==> src/rtl/core/biq_pkg.sv <==
package biq_pkg;

	localparam int SAMPLE_W  = 24;
	localparam int COEF_W    = 32;
	localparam int COEF_FRAC = COEF_W - 4;
	localparam int DELAY_W   = 48;
	localparam int DFRAC     = 16;
	localparam int GAIN_W    = 17;
	localparam int GAIN_FRAC = GAIN_W - 1;
	localparam int TIME_W    = 63;
	localparam int CFG_IDX_W = 3;
	localparam int QDEPTH    = 2;

	localparam int MUL_A_W = COEF_W + 1;
	localparam int MUL_B_W = SAMPLE_W + 1;
	localparam int PROD_W  = MUL_A_W + MUL_B_W;
	localparam int YSPLIT  = DELAY_W - SAMPLE_W;
	localparam int FULL_W  = PROD_W + YSPLIT;
	localparam int DSUM_W  = FULL_W - COEF_FRAC;
	localparam int GP_W    = FULL_W - 2 * DFRAC;

	localparam logic [GAIN_W-1:0] UNITY_GAIN = GAIN_W'(1 << GAIN_FRAC);
	localparam logic signed [COEF_W-1:0] COEF_UNITY = COEF_W'(1 << COEF_FRAC);

	typedef enum logic [CFG_IDX_W-1:0] {
		CFG_FF0 = 3'd0,
		CFG_FF1 = 3'd1,
		CFG_FF2 = 3'd2,
		CFG_FB1 = 3'd3,
		CFG_FB2 = 3'd4
	} cfg_idx_t;

	typedef struct packed {
		logic signed [COEF_W-1:0] ff0;
		logic signed [COEF_W-1:0] ff1;
		logic signed [COEF_W-1:0] ff2;
		logic signed [COEF_W-1:0] fb1;
		logic signed [COEF_W-1:0] fb2;
	} coef_t;

	typedef struct packed {
		logic signed [SAMPLE_W-1:0] sample;
		logic [GAIN_W-1:0]          gain;
		logic                       enabled;
		logic                       fading;
	} q_entry_t;

	typedef struct packed {
		logic     push;
		q_entry_t data;
	} q_wr_t;

	typedef struct packed {
		logic     avail;
		q_entry_t data;
	} q_rd_t;

	typedef enum logic [1:0] {
		F_IDLE,
		F_RAMP,
		F_DIV,
		F_PUSH
	} front_state_t;

	typedef enum logic [2:0] {
		B_IDLE,
		B_FF,
		B_Y,
		B_HI,
		B_LO,
		B_SUM,
		B_UPD
	} back_state_t;

endpackage

==> src/rtl/core/biq_if.sv <==
interface biq_in_if;
	logic                                 valid;
	logic                                 ready;
	logic                                 req_type;
	logic signed [biq_pkg::SAMPLE_W-1:0]  sample_in;
	logic [biq_pkg::TIME_W-1:0]           time_ns;
	logic                                 enable_value;
	logic                                 loop_running;

	modport source (
		output valid, req_type, sample_in, time_ns, enable_value, loop_running,
		input  ready
	);
	modport sink (
		input  valid, req_type, sample_in, time_ns, enable_value, loop_running,
		output ready
	);
endinterface


==> src/rtl/core/biq_front.sv <==
module biq_front #(
	parameter int RAMP_NS = 20000000
) (
	input  logic            clk,
	input  logic            arst_n,
	biq_in_if.sink          din,
	output biq_pkg::q_wr_t  qwr,
	input  logic            qfull
);
	import biq_pkg::*;

	localparam int     RAMP_W = $clog2(RAMP_NS + 1);
	localparam int     NUM_W  = RAMP_W + GAIN_FRAC;
	localparam int     RCP_W  = GAIN_FRAC + 2;
	localparam longint RCP_V  = (longint'(1) << NUM_W) / longint'(RAMP_NS);
	localparam logic [TIME_W-1:0] RAMP_T = TIME_W'(RAMP_NS);
	localparam logic [NUM_W-1:0]  RAMP_N = NUM_W'(RAMP_NS);
	localparam logic [RCP_W-1:0]  RCP    = RCP_W'(RCP_V);

	front_state_t state_q, state_d;

	logic                       enabled_q, disabling_q, active_q, started_q;
	logic [TIME_W-1:0]          start_q;
	logic [GAIN_W-1:0]          gain_q;
	logic [TIME_W-1:0]          time_q;
	logic signed [SAMPLE_W-1:0] sample_q;
	logic [RAMP_W-1:0]          rem_q;
	logic [GAIN_FRAC-1:0]       quo_q;
	logic                       cnt_q;

	logic                  acc;
	logic [TIME_W-1:0]     delta;
	logic                  over, at_end, last;
	logic [NUM_W+1:0]      rprod;
	logic [NUM_W-1:0]      qprod, resid;
	logic                  ge;
	logic [GAIN_FRAC-1:0]  quo_d;

	assign acc = din.valid && din.ready;

	// fade position
	assign delta  = (time_q >= start_q) ? time_q - start_q : '0;
	assign over   = delta > RAMP_T;
	assign at_end = delta == RAMP_T;

	// reciprocal estimate, low by at most one, then one correction step
	assign rprod = (NUM_W + 2)'(rem_q) * (NUM_W + 2)'(RCP);
	assign qprod = NUM_W'(quo_q) * RAMP_N;
	assign resid = {rem_q, {GAIN_FRAC{1'b0}}} - qprod;
	assign ge    = resid >= RAMP_N;
	assign quo_d = quo_q + GAIN_FRAC'(ge);
	assign last  = cnt_q;

	always_comb begin
		state_d = state_q;
		unique case (state_q)
			F_IDLE: begin
				if (acc && !din.req_type && active_q) state_d = F_RAMP;
			end
			F_RAMP: begin
				if (over || at_end) state_d = F_PUSH;
				else state_d = F_DIV;
			end
			F_DIV: begin
				if (last) state_d = F_PUSH;
			end
			F_PUSH: begin
				if (!qfull) state_d = F_IDLE;
			end
			default: state_d = F_IDLE;
		endcase
	end

	always_comb begin
		din.ready = 1'b0;
		qwr.push  = 1'b0;
		qwr.data  = '{sample: sample_q, gain: gain_q, enabled: enabled_q, fading: active_q};
		unique case (state_q)
			F_IDLE: begin
				din.ready = !qfull;
				qwr.push  = acc && !din.req_type && !active_q;
				qwr.data.sample = din.sample_in;
			end
			F_PUSH: begin
				qwr.push = !qfull;
			end
			default: ;
		endcase
	end

	always_ff @(posedge clk or negedge arst_n) begin
		if (!arst_n) begin
			state_q     <= F_IDLE;
			enabled_q   <= 1'b0;
			disabling_q <= 1'b0;
			active_q    <= 1'b0;
			started_q   <= 1'b0;
			start_q     <= '0;
			gain_q      <= UNITY_GAIN;
		end else begin
			state_q <= state_d;
			unique case (state_q)
				F_IDLE: begin
					if (acc) begin
						if (din.req_type) begin
							if (!din.loop_running) begin
								enabled_q <= din.enable_value;
							end else if (!(enabled_q == din.enable_value ||
									(!enabled_q && disabling_q))) begin
								if (!enabled_q) enabled_q <= 1'b1;
								else disabling_q <= 1'b1;
								active_q  <= 1'b1;
								started_q <= 1'b0;
								start_q   <= '0;
							end
						end else if (active_q && !started_q) begin
							start_q   <= din.time_ns;
							started_q <= 1'b1;
						end
					end
				end
				F_RAMP: begin
					if (over) begin
						active_q  <= 1'b0;
						started_q <= 1'b0;
						start_q   <= '0;
						if (disabling_q) begin
							disabling_q <= 1'b0;
							enabled_q   <= 1'b0;
							gain_q      <= '0;
						end else begin
							gain_q <= UNITY_GAIN;
						end
					end else if (at_end) begin
						gain_q <= disabling_q ? '0 : UNITY_GAIN;
					end
				end
				F_DIV: begin
					if (last) begin
						gain_q <= disabling_q ? UNITY_GAIN - {1'b0, quo_d} : {1'b0, quo_d};
					end
				end
				default: ;
			endcase
		end
	end

	always_ff @(posedge clk) begin
		if (state_q == F_IDLE && acc) begin
			time_q   <= din.time_ns;
			sample_q <= din.sample_in;
		end
		if (state_q == F_RAMP) begin
			rem_q <= delta[RAMP_W-1:0];
			cnt_q <= 1'b0;
		end else if (state_q == F_DIV && !cnt_q) begin
			quo_q <= rprod[RAMP_W +: GAIN_FRAC];
			cnt_q <= 1'b1;
		end
	end

endmodule

==> src/flat_wrapper.sv <==
// flat-port wrapper written by rule: the top's interface ports become plain ports
module biq_front_flat import biq_pkg::*;
#(
	parameter int RAMP_NS = 20000000
)
  (clk, arst_n, qwr, qfull, din_valid, din_req_type, din_sample_in, din_time_ns, din_enable_value, din_loop_running, din_ready);
  biq_in_if din_i ();
  input  logic clk;
  input  logic arst_n;
  output biq_pkg::q_wr_t qwr;
  input  logic qfull;
  input wire logic [$bits(din_i.valid)-1:0] din_valid;
  input wire logic [$bits(din_i.req_type)-1:0] din_req_type;
  input wire logic [$bits(din_i.sample_in)-1:0] din_sample_in;
  input wire logic [$bits(din_i.time_ns)-1:0] din_time_ns;
  input wire logic [$bits(din_i.enable_value)-1:0] din_enable_value;
  input wire logic [$bits(din_i.loop_running)-1:0] din_loop_running;
  output wire logic [$bits(din_i.ready)-1:0] din_ready;
  assign din_i.valid = din_valid;
  assign din_i.req_type = din_req_type;
  assign din_i.sample_in = din_sample_in;
  assign din_i.time_ns = din_time_ns;
  assign din_i.enable_value = din_enable_value;
  assign din_i.loop_running = din_loop_running;
  assign din_ready = din_i.ready;
  biq_front #(.RAMP_NS(RAMP_NS)) u_core (.clk(clk), .arst_n(arst_n), .din(din_i), .qwr(qwr), .qfull(qfull));
endmodule
==> config.mk <==
export PLATFORM = sky130hd
export DESIGN_NAME = biq_front_flat
export DESIGN_NICKNAME = d
export VERILOG_FILES = /design/src/rtl/core/biq_pkg.sv /design/src/rtl/core/biq_if.sv /design/src/rtl/core/biq_front.sv /design/src/flat_wrapper.sv
export SDC_FILE = /design/constraint.sdc
export NUM_CORES = 1
export LEC_CHECK = 0
export ABC_AREA = 1
export BUFFER_PORTS_ARGS = -buffer_cell sky130_fd_sc_hd__buf_2
export CORE_UTILIZATION = 59
export DETAILED_ROUTE_END_ITERATION = 8
export PLACE_DENSITY = 0.8
export SYNTH_ARGS = -nofsm -noshare
export SYNTH_HDL_FRONTEND = slang
export SYNTH_SLANG_ARGS = --single-unit
==> constraint.sdc <==
create_clock -name clk -period 9 [get_ports clk]
set_clock_uncertainty 0.1 [all_clocks]
set_input_delay 0.45 -clock clk [delete_from_list [all_inputs] [get_ports clk]]
set_output_delay 0.45 -clock clk [all_outputs]
set_load 0.01 [all_outputs]
==> impl_metrics.json <==
{
  "grt_use_met1": 0.409,
  "crit_path_end_kind": "flop",
  "crit_slowest_cell": "fa_1",
  "setup_viol": 0,
  "synth-main-ff-cell": "edfxtp_1",
  "syn_inst": 4360,
  "finalCriticalPeriod_ns": 8.86,
  "clock_path_buffers": 3,
  "fillCellCount": 4369,
  "hold_viol_final": 0,
  "cts-buffers-inserted": 24,
  "dp_hpwl_um": 75300,
  "initial_core_util": 0.603,
  "synthArstFlopShare": 0.400,
  "tightest_slew_ns": 1.06,
  "seq_area_mm2": 0.00602,
  "clk_latency_ns": 0.56,
  "layout_common_cells": "nand2_1, inv_1, ha_1",
  "synth.top_cells.by_area": "fa_1, ha_1, nand2_1",
  "max_freq_ghz": 0.113,
  "dr.pass1.iters": 6,
  "die_w_um": 235,
  "die-height_um": 235,
  "drc": 0,
  "grt_pass1_vias": 29000,
  "synth_top_cell_by_area": "fa_1",
  "place_congestion": 1.02,
  "cp_max_fo": 4,
  "totalWireLength_um": 94200,
  "synth.net_count": 5153,
  "grt_max_degree": 71,
  "vias": 29000,
  "synth_cell_type_count": 51,
  "relSlewSlack": 0.294,
  "synth.avg_cell_area_um2": 7.32,
  "critical_path_required_ns": 9.34,
  "arrival_ns": 9.19,
  "cts_tree": "built",
  "antenna_found_initial": 0,
  "layout_commonest_cell": "nand2_1",
  "hold_ws_ns": 0.00999,
  "crit_type": "flop to flop",
  "rsz0062_at_grt": "yes",
  "max-cap-violations": 0,
  "vias_per_cell": 5.34,
  "grt_pass1_wl_um": 147000,
  "dieArea_mm2": 0.0550,
  "cp-start-kind": "flop",
  "wl_per_cell_um": 17.3,
  "synth_edf_count": 128,
  "io_buffer_count": 138,
  "min_period_over_period": 0.984,
  "htreeDepth": 1,
  "min_path_type": "primary input to flop",
  "nNetsFinal": 5522,
  "track_usage": 0.344,
  "cts.sinks": 215,
  "drive_gt1_frac": 0.107,
  "ys_seq_elements": 215,
  "fin_tns_setup_ns": 0,
  "synth_top_area_frac": 0.191,
  "io_pins": 139,
  "outcome": "complete, no violations",
  "worst_path_largest_cell_delay_ns": 0.53,
  "top_usage_layer": "met2",
  "use_met3": 0.0351,
  "postRouteAntennaNets": 0,
  "drt_iter0_markers": 2146,
  "multi_input_area_mm2": 0.0223,
  "slew_violations": 0,
  "area_growth_pct": 15.8,
  "core_mm2": 0.0530,
  "syn_area_mm2": 0.0319,
  "fp-row-count": 84,
  "grt_remaining_overflow": 0,
  "seq_area_frac_synth": 0.189,
  "path_clk_slew_ns": 0.06,
  "clockRootBuffer": "clkbuf_16",
  "use_met2": 0.617,
  "yosys_warnings": 0
}
## area by class of cell
type / instances / area share
multi-input combinational: 3005 / 0.604
sequential: 215 / 0.163
inverter: 1074 / 0.109
timing repair buffer: 409 / 0.0797
tap: 688 / 0.0233
clock buffer: 35 / 0.0176
clock inverter: 9 / 0.00359
antenna: 1 / 0.0000677
## logic make-up after synthesis
logic type / after synthesis / share of synthesized area
buffers and inverters: 1140 / 0.137
DFF: 215 / 0.189
adders and majority gates: 699 / 0.346
AOI/OAI and AO/OA: 324 / 0.0571
xor gates and xnor gates: 111 / 0.0305
and+or+nand+nor: 1871 / 0.241
## metrics by stage
| stage | util | instances | area, um^2 | setup WS (ns) |
|---|---|---|---|---|
| 2_1_floorplan | - | 4360 | 31900 | 0.101 |
| 5_1_grt | 0.698 | 5435 | 36900 | -0.275 |
| 3_5_place_dp | 0.650 | 5287 | 34400 | -0.484 |
| 3_3_place_gp | 0.650 | 5287 | 34400 | -0.302 |
| 6_report | 0.698 | 5436 | 37000 | 0.144 |
| 4_1_cts | 0.682 | 5417 | 36100 | 0.00973 |
## cells in the mapped netlist (all sizes together) (36+ instances only)
| cell | n |
|---|---|
| dfrtp | 85 |
| nor2 | 337 |
| edfxtp | 128 |
| o21ai | 94 |
| inv | 1072 |
| nand2 | 1199 |
| a21oi | 151 |
| xnor2 | 40 |
| nand3 | 154 |
| ha | 394 |
| xor2 | 71 |
| fa | 305 |
| nand4 | 109 |
| buf | 36 |
## final timing paths
check                                   start                 end  slack (ns)  cells past startpoint
min                           din_time_ns[15]   u_core.time_q[15]        0.01                      1
min in group asynchronous              arst_n  u_core.start_q[55]        0.37                      2
max in group asynchronous              arst_n  u_core.start_q[17]        7.41                      3
max                          u_core.quo_q[15]   u_core.gain_q[15]        0.14                     47
max reg2reg                  u_core.quo_q[15]   u_core.gain_q[15]        0.14                     47
min reg2reg                u_core.start_q[16]  u_core.start_q[16]        0.37                      2
## timing repair
| action | 4_1_cts | 5_1_grt |
|---|---|---|
| gates resized for setup | 34 | 139 |
| pin swaps | 12 | 73 |
| buffers inserted | 3 | 18 |
| hold buffers | 83 | 0 |
| endpoints found under the hold margin | 126 | 0 |
| setup endpoints to repair | 12 | 15 |
## layer usage
| layer | vias to the layer above | share of wire |
|---|---|---|
| li1 | 14200 | - |
| met1 | 13600 | 0.39 |
| met2 | 931 | 0.50 |
| met3 | 289 | 0.049 |
| met4 | 0 | 0.054 |
| met5 | - | 0 |
## worst max-delay path, delay by kind of cell, from the launching register on
family,cells,cell delay (ns)
adders and majority gates,10,3.76
AOI/OAI and AO/OA,11,1.73
and+or+nand+nor,16,1.72
buffers and inverters,7,0.52
DFF,1,0.45
xor gates and xnor gates,3,0.45
## state kept, by name, summed over array words and instances, names as in the netlist
name and cells:
u_core.sample_q 24, u_core.rem_q 25, u_core.cnt_q 1, u_core.disabling_q 1, u_core.enabled_q 1, u_core.time_q 63, u_core.state_q 2, u_core.quo_q 16
u_core.started_q 1, u_core.start_q 63, u_core.gain_q 17, u_core.active_q 1
Power is not shown: default switching activity piles up to over one toggle a cycle in this logic, so the estimate is an artifact.
