--- src/rtl/core/biq_pkg.sv ---
package biq_pkg;

	localparam int SAMPLE_W  = 24;
	localparam int COEF_W    = 32;
	localparam int COEF_FRAC = COEF_W - 4;
	localparam int DELAY_W   = 48;
	localparam int DFRAC     = 16;
	localparam int GAIN_W    = 17;
	localparam int GAIN_FRAC = GAIN_W - 1;
	localparam int TIME_W    = 63;
	localparam int CFG_IDX_W = 3;
	localparam int QDEPTH    = 2;

	localparam int MUL_A_W = COEF_W + 1;
	localparam int MUL_B_W = SAMPLE_W + 1;
	localparam int PROD_W  = MUL_A_W + MUL_B_W;
	localparam int YSPLIT  = DELAY_W - SAMPLE_W;
	localparam int FULL_W  = PROD_W + YSPLIT;
	localparam int DSUM_W  = FULL_W - COEF_FRAC;
	localparam int GP_W    = FULL_W - 2 * DFRAC;

	localparam logic [GAIN_W-1:0] UNITY_GAIN = GAIN_W'(1 << GAIN_FRAC);
	localparam logic signed [COEF_W-1:0] COEF_UNITY = COEF_W'(1 << COEF_FRAC);

	typedef enum logic [CFG_IDX_W-1:0] {
		CFG_FF0 = 3'd0,
		CFG_FF1 = 3'd1,
		CFG_FF2 = 3'd2,
		CFG_FB1 = 3'd3,
		CFG_FB2 = 3'd4
	} cfg_idx_t;

	typedef struct packed {
		logic signed [COEF_W-1:0] ff0;
		logic signed [COEF_W-1:0] ff1;
		logic signed [COEF_W-1:0] ff2;
		logic signed [COEF_W-1:0] fb1;
		logic signed [COEF_W-1:0] fb2;
	} coef_t;

	typedef struct packed {
		logic signed [SAMPLE_W-1:0] sample;
		logic [GAIN_W-1:0]          gain;
		logic                       enabled;
		logic                       fading;
	} q_entry_t;

	typedef struct packed {
		logic     push;
		q_entry_t data;
	} q_wr_t;

	typedef struct packed {
		logic     avail;
		q_entry_t data;
	} q_rd_t;

	typedef enum logic [1:0] {
		F_IDLE,
		F_RAMP,
		F_DIV,
		F_PUSH
	} front_state_t;

	typedef enum logic [2:0] {
		B_IDLE,
		B_FF,
		B_Y,
		B_HI,
		B_LO,
		B_SUM,
		B_UPD
	} back_state_t;

endpackage

--- src/rtl/core/biq_queue.sv ---
module biq_queue (
	input  logic            clk,
	input  logic            arst_n,
	input  biq_pkg::q_wr_t  qwr,
	output logic            qfull,
	input  logic            pop,
	output biq_pkg::q_rd_t  qrd
);
	import biq_pkg::*;

	localparam int PTR_W = $clog2(QDEPTH);
	localparam int CNT_W = $clog2(QDEPTH + 1);

	q_entry_t        mem_q [QDEPTH];
	logic [PTR_W-1:0] wp_q, rp_q;
	logic [CNT_W-1:0] cnt_q;

	assign qfull     = cnt_q == CNT_W'(QDEPTH);
	assign qrd.avail = cnt_q != '0;
	assign qrd.data  = mem_q[rp_q];

	always_ff @(posedge clk or negedge arst_n) begin
		if (!arst_n) begin
			wp_q  <= '0;
			rp_q  <= '0;
			cnt_q <= '0;
		end else begin
			if (qwr.push) wp_q <= (wp_q == PTR_W'(QDEPTH - 1)) ? '0 : wp_q + PTR_W'(1);
			if (pop) rp_q <= (rp_q == PTR_W'(QDEPTH - 1)) ? '0 : rp_q + PTR_W'(1);
			unique case ({qwr.push, pop})
				2'b10:   cnt_q <= cnt_q + CNT_W'(1);
				2'b01:   cnt_q <= cnt_q - CNT_W'(1);
				default: cnt_q <= cnt_q;
			endcase
		end
	end

	always_ff @(posedge clk) begin
		if (qwr.push) mem_q[wp_q] <= qwr.data;
	end

endmodule

--- config.mk ---
export PLATFORM = sky130hd
export DESIGN_NAME = biq_queue
export DESIGN_NICKNAME = d
export VERILOG_FILES = /design/src/rtl/core/biq_pkg.sv /design/src/rtl/core/biq_queue.sv
export SDC_FILE = /design/constraint.sdc
export NUM_CORES = 1
export LEC_CHECK = 0
export BUFFER_PORTS_ARGS = -buffer_cell sky130_fd_sc_hd__buf_2
export CAP_MARGIN = 20
export CELL_PAD_IN_SITES_DETAIL_PLACEMENT = 2
export CELL_PAD_IN_SITES_GLOBAL_PLACEMENT = 2
export CORE_UTILIZATION = 41
export CTS_CLUSTER_SIZE = 24
export DETAILED_ROUTE_END_ITERATION = 8
export GPL_TIMING_DRIVEN = 1
export PLACE_DENSITY_LB_ADDON = 0.1
export SKIP_CTS_REPAIR_TIMING = 1
export SLEW_MARGIN = 20
export SYNTH_ARGS = -nofsm -noshare
export SYNTH_HDL_FRONTEND = slang
export SYNTH_SLANG_ARGS = --single-unit
--- constraint.sdc ---
create_clock -name clk -period 6.2 [get_ports clk]
set_input_delay 1.24 -clock clk [delete_from_list [all_inputs] [get_ports clk]]
set_output_delay 1.24 -clock clk [all_outputs]
set_load 0.02 [all_outputs]
==> impl_metrics.yaml, run 1 <==
sta:
  rsz0062_at_grt: "no"
  slew_viol_final: 0
  clock-skew-final_ps: 7.58
  relSlewSlack_pct: 57.5
  setup_violations: 0
  period_share_pct: 55.6
  tightest_slew_ps: 638
  fmax_mhz: 290
  period_needed_ps: 3450
  final-hold-violation-count: 0
  finalSetupTns_ps: 0
  worst_hold_slack_ps: 488
setup_path:
  reg2reg_slack_ps: 4550
  r2r_start: "wp_q$_DFFE_PN0P_"
  crit_arrival_ps: 2210
  crit_path_start: "rp_q$_DFFE_PN0P_"
  endpoint_kind: "output pin"
  cp_max_fo: 24
  start_kind: "flip-flop"
  worstPathRequired_ps: 4960
  reg2reg_to: "mem_q[0][29]$_DFFE_PP_"
  critPathKind: "flip-flop to output pin"
  reg2reg_depth: 2
clocking:
  clockBufferDepth: 2
  cts_inserted_buffers: 9
  cts_tree: "built"
  clkLatencyLatePin_ps: 350
  clockRootBuffer: "clkbuf_8"
  cts.clk_slew.worst_paths_ps: 80
  cts_sinks: 90
  h-tree-depth: 3
hold_path:
  min_from: "cnt_q[1]$_DFFE_PN0P_"
  whs_endpoint: "cnt_q[1]$_DFFE_PN0P_"
  holdPathStages: 1
  hp-class: "flip-flop to flip-flop"
routing:
  post-route-drc-count: 0
  antenna_left: 0
  drt_first_pass_iters: 4
  routedWlPerCell_um: 17.3
  top_layer: "met4"
  via_per_inst: 4.65
  dr_wl_met3_um: 308
  drtIter0Drc: 42
  wl_um: 6210
  wl_met2_um: 3290
  wl_met1_um: 2540
  vias: 1671
die:
  fp.dieH_um: 94.3
  rows: 33
  die_w_um: 94.3
  start_util_pct: 42.5
  die-area_um2: 8890
  io_pins: 92
  coreArea_um2: 8220
yosys:
  post-synth-top-count-cell: "edfxtp_1"
  synth.cell_area_um2: 3490
  synth_edf_count: 86
  async_flop_share_pct: 4.44
  synth_commonest_cells: "edfxtp_1 (86), mux2_4 (39), buf_12 (4), dfrtp_1 (4), mux2_2 (4)"
  syn_nets: 198
  synth_flop_cell: "edfxtp_1"
  ys_top_cells_by_area: "edfxtp_1 (74%), mux2_4 (17%), dfrtp_1 (2.9%)"
  synth.distinct_cells: 14
  synth_top_family_by_area: "multiplexers"
  synth-seq-area-share_pct: 76.8
  yosys_warnings: 0
  synth-xor-area-share_pct: 1.25
  synthAdderAreaFrac_pct: 0.358
  avgSynthCellArea_um2: 23.3
  synth-seq-cells: 90
  yosys.area.top_type: "edfxtp_1"
  synth_cells: 150
  synth-simple-area-share_pct: 0.753
  synth_compound_area_share_pct: 0
  synth_top_area_share_pct: 74.0
  synthMuxAreaShare_pct: 18.1
global_route:
  grt_overflow: 0
  grt_pass1_vias: 1773
  grt_pass1_wl_um: 9450
  grtUsageTotal_pct: 15.3
  grt_max_degree: 44
  grt_antenna_before_repair: 0
layout:
  fin_area_um2: 4200
  n_antenna_cell: 0
  synthToLayoutAreaGrowth_pct: 20.3
  nets: 297
  fill_cells: 776
  drive_above_1_share_pct: 60.2
power_and_ir_drop:
  ir_drop_uv: 209
  totalPowerFinal_uw: 1930
  p_leak_uw: 0.00168
  pwr_density_cell_nw_per_um2: 460
outcome:
  status: "completed"
placed_design:
  gp_congestion: 0.660
  dpl.hpwl_um: 4210
  port_buffers: 91
  place_area_um2: 4010
run:
  max-cap-violations: 0
## critical path: stages, from the launching register on
cell and delay [ps]:
dfrtp_2 790, buf_4 520, mux2_2 380, buf_2 160
## logic make-up (layout without fill, tap and decap cells)
group                      count (synthesis)  after routing
and+or+nand+nor                            5              5
buffers and inverters                      6            110
adders and majority gates                  1              1
xor gates and xnor gates                   5              5
DFF                                       90             90
muxes                                     43             43
## per-layer routing
metal,GRT usage [%],vias to the layer above
li1,-,782
met1,17.5,833
met2,26.6,51
met3,4.85,5
met4,5.77,0
met5,0,-
## registers in the layout, indices dropped and copies added (netlist names)
register	flops
cnt_q	2
mem_q	86
rp_q	1
wp_q	1
## placed cells by master (no fill, tap or decap)
master,n
and2_4,1
buf_2,91
buf_4,2
bufinv_16,1
clkbuf_1,3
clkbuf_8,9
clkinvlp_4,3
dfrtp_1,3
dfrtp_2,1
edfxtp_1,86
ha_1,1
inv_1,1
mux2_2,4
mux2_4,39
nor2_1,1
nor2_4,1
nor2b_1,1
or2_2,1
xnor2_1,2
xor2_1,3
## area by class of cell
| class | instances | area (um^2) | share of cell area, % |
|---|---|---|---|
| clock buffer | 12 | 135 | 3.22 |
| clock inverter | 4 | 52.6 | 1.25 |
| inverter | 1 | 3.75 | 0.0894 |
| multi-input combinational | 54 | 723 | 17.2 |
| sequential | 90 | 2680 | 63.9 |
| tap | 105 | 131 | 3.13 |
| timing repair buffer | 93 | 470 | 11.2 |
## report_power, final
group          internal [uW]  switching, uW
Sequential               809           74.4
Clock                    187            194
Combinational            310            357
Total                   1310            626
## how the worst max path moves through the flow
| stage | slack (ps) | end | cells past startpoint |
|---|---|---|---|
| 2_1_floorplan | 2650 | mem_q[0][0]$_DFFE_PP_ | 2 |
| 3_3_place_gp | 3110 | qrd[29] | 3 |
| 3_5_place_dp | 3080 | qrd[29] | 3 |
| 4_1_cts | 2680 | qrd[29] | 3 |
| 5_1_grt | 2630 | qrd[29] | 3 |
| 6_report | 2750 | qrd[29] | 3 |
## metrics by stage
stage	util (%)	setup WS [ps]	cells
final	51.1	2750	359
after global routing	51.1	2630	359
after CTS	51.1	2680	359
after detailed placement	48.8	3080	343
after global placement	48.8	3110	343
after floorplan	-	2650	150
(Power assumes the default switching activity.)
==> run 2, diff against run 1 <==
CORE_UTILIZATION = 35   (was 41)
clock period = 3.1 ns   (was 6.2 ns; I/O delays follow)
==> run 2 against run 1 <==
  * Clock power rose by 99%
  * Clock-buffer cell count fell by 2
  * Register-to-register slack got worse by 3000 ps
  * Total power rose by 100%
  * Via count rose by 1.6%
  * First-iteration DRC count fell by 19%
  * Non-clock buffer count rose by 2
  * Largest power group unchanged
  * Routed wire length rose by 1.1%
  * Largest cell class unchanged
  * Sequential power rose by 97%
  * Final area rose by 2.0%
==> impl_metrics.yaml, run 2 (synthesized netlist as in run 1, its figures left out) <==
power_and_ir_drop:
  p_clk_share_pct: 19.4
  p_switching_uw: 1260
  swShare_pct: 32.3
  pwr_density_cell_nw_per_um2: 912
  power_frac_comb_pct: 36.0
  ir_drop_uv: 390
  internal-power_uw: 2640
  totalPowerFinal_uw: 3910
  pwr-share-seq_pct: 44.6
  p_leak_uw: 0.00171
layout:
  multi_input_area_um2: 722
  instances_no_fill: 389
  final_cell_mix: "buf_2 (91), edfxtp_1 (86), mux2_4 (39), clkbuf_8 (9), mux2_2 (4)"
  fin_area_um2: 4280
  post-route-util_pct: 44.0
  nets: 299
  layout_commonest_cell: "buf_2"
  synthToLayoutAreaGrowth_pct: 22.7
  drive_above_1_share_pct: 60.5
  fill_cells: 954
  largestRegisters: "mem_q x86, cnt_q x2"
  largest_reg_flops: 86
  n_antenna_cell: 0
  regArea_um2: 2680
  top_register: "mem_q"
sta:
  fmax_mhz: 401
  period_share_pct: 80.5
  tightest_slew_ps: 604
  final-hold-violation-count: 0
  relSlewSlack_pct: 59.7
  finalSetupTns_ps: 0
  clock-skew-final_ps: 7.84
  rsz0062_at_grt: "no"
  period_needed_ps: 2500
  slew_viol_final: 0
  setup_violations: 0
setup_path:
  crit_cells: 3
  reg2reg_to: "mem_q[0][8]$_DFFE_PP_"
  critPathKind: "flip-flop to output pin"
  path_cells: "buf_4 > mux2_2 > buf_2"
  crit_arrival_ps: 1880
  reg2reg_depth: 2
  reg2reg_slack_ps: 1560
  endpoint_kind: "output pin"
  critical_path_buf_inv_count: 2
  r2r_start: "wp_q$_DFFE_PN0P_"
  cp_top_family: "flip-flops"
  worstPathRequired_ps: 2480
  start_kind: "flip-flop"
  critPathMaxStageDelay_ps: 690
  cp_max_fo: 16
  critPathSlowestCell: "dfrtp_2"
global_route:
  grt_max_degree: 27
  grt_antenna_before_repair: 1
  grtUsageTotal_pct: 13.2
  grt_pass1_vias: 1855
  grt_pass1_wl_um: 9540
  grt_overflow: 0
die:
  die-area_um2: 10400
  io_pins: 92
  die_w_um: 102
  fp.dieH_um: 102
  coreArea_um2: 9730
  start_util_pct: 35.9
  rows: 36
clocking:
  cts_sinks: 90
  clockBufferDepth: 2
  h-tree-depth: 3
  cts.clk_slew.worst_paths_ps: 80
  cts_inserted_buffers: 9
  clockRootBuffer: "clkbuf_8"
  clkLatencyLatePin_ps: 350
  cts_tree: "built"
routing:
  vias: 1698
  post-route-drc-count: 0
  routedWlPerCell_um: 16.2
  antenna_left: 0
  wl_um: 6280
  drt_first_pass_iters: 4
  via_per_inst: 4.37
  drtIter0Drc: 34
placed_design:
  place_area_um2: 4100
  gp_congestion: 0.619
  place_inst: 373
  port_buffers: 91
  dpl.hpwl_um: 4330
outcome:
  status: "completed"
hold_path:
  hp-class: "input pin to async pin"
run:
  max-cap-violations: 0
==> run 2: cell types whose count changed in the layout (fill, tap and decap cells not counted), sizes merged <==
cell      previous run  this run
buf                 93        95
clkbuf              12        10
clkinv               0         3
clkinvlp             3         2
==> run 2: layout make-up <==
cell class                      instances  area share (%)
Tap cell                              133            3.88
Multi-Input combinational cell         54            16.9
Sequential cell                        90            62.6
Inverter                                1          0.0876
Clock inverter                          6            1.34
Timing Repair Buffer                   95            12.2
Clock buffer                           10            2.98
==> run 2: worst max-delay path by stage <==
| stage | start | end | slack (ps) |
|---|---|---|---|
| floorplan | qwr[43] | mem_q[0][0]$_DFFE_PP_ | 170 |
| global placement | rp_q$_DFFE_PN0P_ | qrd[22] | 970 |
| detailed placement | rp_q$_DFFE_PN0P_ | qrd[22] | 970 |
| CTS | rp_q$_DFFE_PN0P_ | qrd[22] | 540 |
| global route | rp_q$_DFFE_PN0P_ | qrd[22] | 500 |
| finish | rp_q$_DFFE_PN0P_ | qrd[22] | 600 |
==> run 2: power groups by stage <==
stage	clock (uW)	combinational [uW]	sequential (uW)
finish	758	1410	1740
global route	844	1500	1770
CTS	797	1440	1750
detailed placement	0	1440	1780
global placement	0	1430	1760
floorplan	0	1160	1710
==> run 2: layer usage <==
layer,part of all wire [%],track usage (%)
met1,41,14.6
met2,51,22.5
met3,6.3,4.92
met4,1.6,6.26
met5,0,0
==> run 2: through the flow <==
stage / setup slack [ps] / hold WS, ps
2_1_floorplan: 171 / 324
3_3_place_gp: 968 / 434
3_5_place_dp: 969 / 443
4_1_cts: 543 / 48.4
5_1_grt: 497 / 48.4
6_report: 605 / 64.7
==> run 2: worst reg2reg max path, cell delays in order (launching register included) <==
cell and delay [ps]:
dfrtp_1 440, nor2_4 520, buf_12 280
==> run 3, diff against run 2 <==
CORE_UTILIZATION = 38   (was 35)
clock period = 2.4 ns   (was 3.1 ns; I/O delays follow)
==> run 3 against run 2 <==
  * The flow now finishes with violations (design-rule violations)
  * Utilization increased by 5.0 points
  * Flip-flop and latch count unchanged
  * Clock-buffer cell count unchanged
  * Sequential share of layout area decreased by 0.49 points
  * Global-route usage increased by 2.6 points
  * Sequential power increased by 30%
  * Via count increased by 0.59%
  * Critical endpoint is now qrd[29]
  * Largest cell class unchanged
==> impl_metrics.yaml, run 3 (synthesized netlist as in run 1, its figures left out) <==
sta:
  worst_hold_slack_ps: 308
  tightest_slew_ps: 413
  finalSetupTns_ps: 0
  rsz0062_at_grt: "no"
  clock-skew-final_ps: 11.3
  period_share_pct: 91.7
  final-hold-violation-count: 0
  relSlewSlack_pct: 72.5
  fmax_mhz: 454
  slew_viol_final: 0
  setup_violations: 0
  period_needed_ps: 2200
clocking:
  cts.clk_slew.worst_paths_ps: 90
  clockBufferDepth: 2
  cts_inserted_buffers: 9
  cts_tree: "built"
  cts_sinks: 90
  h-tree-depth: 3
  clockRootBuffer: "clkbuf_8"
  clkLatencyLatePin_ps: 360
setup_path:
  worstPathRequired_ps: 1920
  critPathKind: "flip-flop to output pin"
  cp_max_fo: 13
  crit_arrival_ps: 1720
  endpoint_kind: "output pin"
  start_kind: "flip-flop"
routing:
  wl_met2_um: 3620
  drt_first_pass_iters: 5
  top_layer: "met5"
  via_per_inst: 4.68
  dr_wl_met3_um: 256
  drtIter0Drc: 75
  wl_um: 7160
  routedWlPerCell_um: 19.6
  antenna_left: 0
  wl_met1_um: 3160
  post-route-drc-count: 14
  vias: 1708
die:
  start_util_pct: 39.6
  die-area_um2: 9570
  fp.dieH_um: 97.8
  io_pins: 92
  coreArea_um2: 8810
  die_w_um: 97.8
  rows: 34
global_route:
  grt_pass1_vias: 1880
  grtUsageTotal_pct: 15.8
  grt_antenna_before_repair: 1
  grt_overflow: 0
  grt_pass1_wl_um: 11000
  grt_max_degree: 37
run:
  max-cap-violations: 0
layout:
  multi_input_area_um2: 722
  fill_cells: 810
  final_cell_mix: "buf_2 (91), edfxtp_1 (86), mux2_4 (39), clkbuf_8 (9), buf_12 (5)"
  nets: 301
  synthToLayoutAreaGrowth_pct: 23.7
  post-route-util_pct: 49.0
  layout_commonest_cell: "buf_2"
  n_antenna_cell: 0
  drive_above_1_share_pct: 60.7
  largestRegisters: "mem_q x86, cnt_q x2"
  top_register: "mem_q"
  regArea_um2: 2680
  largest_reg_flops: 86
hold_path:
  hp-class: "input pin to flip-flop"
power_and_ir_drop:
  pwr_density_cell_nw_per_um2: 1220
  p_leak_uw: 0.00174
  ir_drop_uv: 460
  totalPowerFinal_uw: 5280
outcome:
  status: "finished, violations left"
  violations: "design-rule violations"
placed_design:
  gp_congestion: 0.643
  port_buffers: 91
  dpl.hpwl_um: 4660
run 3: cell types whose count changed in the layout (fill, tap and decap cells not counted), sizes merged:
cell / previous run / this run
buf: 95 / 96
dlygate4sd3: 0 / 1
bufinv: 1 / 2
clkinv: 3 / 2
clkinvlp: 2 / 1
run 3: through the flow:
step	worst slack (ps)	area [um^2]	instances
6_report	200	4320	365
5_1_grt	127	4320	365
4_1_cts	160	4310	364
3_5_place_dp	553	4100	349
3_3_place_gp	584	4100	349
2_1_floorplan	349	3490	150
run 3: critical path: stages (launching register included):
cell,delay [ps]
dfrtp_2,630
buf_12,220
mux2_2,350
buf_2,160
run 3: layout make-up:
type / count / area share, %
Timing Repair Buffer: 97 / 13.1
Clock inverter: 5 / 1.85
Multi-Input combinational cell: 54 / 16.7
Tap cell: 108 / 3.13
Inverter: 1 / 0.0869
Sequential cell: 90 / 62.2
Clock buffer: 10 / 2.96
run 3: report_power, final:
group          total, uW  switching, uW  internal [uW]  leakage (uW)
registers           2260            167           2090      0.000853
logic               1920           1010            909      0.000787
clock network       1110            527            580      0.000100
run 3: worst paths after layout:
kind | to | startpoint | cells after the start | slack, ps
max | qrd[29] | rp_q$_DFFE_PN0P_ | 3 | 200
min | mem_q[0][23]$_DFFE_PP_ | qwr[23] | 1 | 310
max reg2reg | mem_q[1][13]$_DFFE_PP_ | wp_q$_DFFE_PN0P_ | 2 | 950
min reg2reg | cnt_q[1]$_DFFE_PN0P_ | cnt_q[1]$_DFFE_PN0P_ | 1 | 500
max in group asynchronous | rp_q$_DFFE_PN0P_ | arst_n | 2 | 1810
min in group asynchronous | cnt_q[1]$_DFFE_PN0P_ | arst_n | 2 | 460
run 3: per-layer routing:
metal | global-route usage (%) | vias to the layer above
li1 | - | 788
met1 | 19.7 | 856
met2 | 26.4 | 50
met3 | 3.58 | 12
met4 | 6.64 | 2
met5 | 0 | -
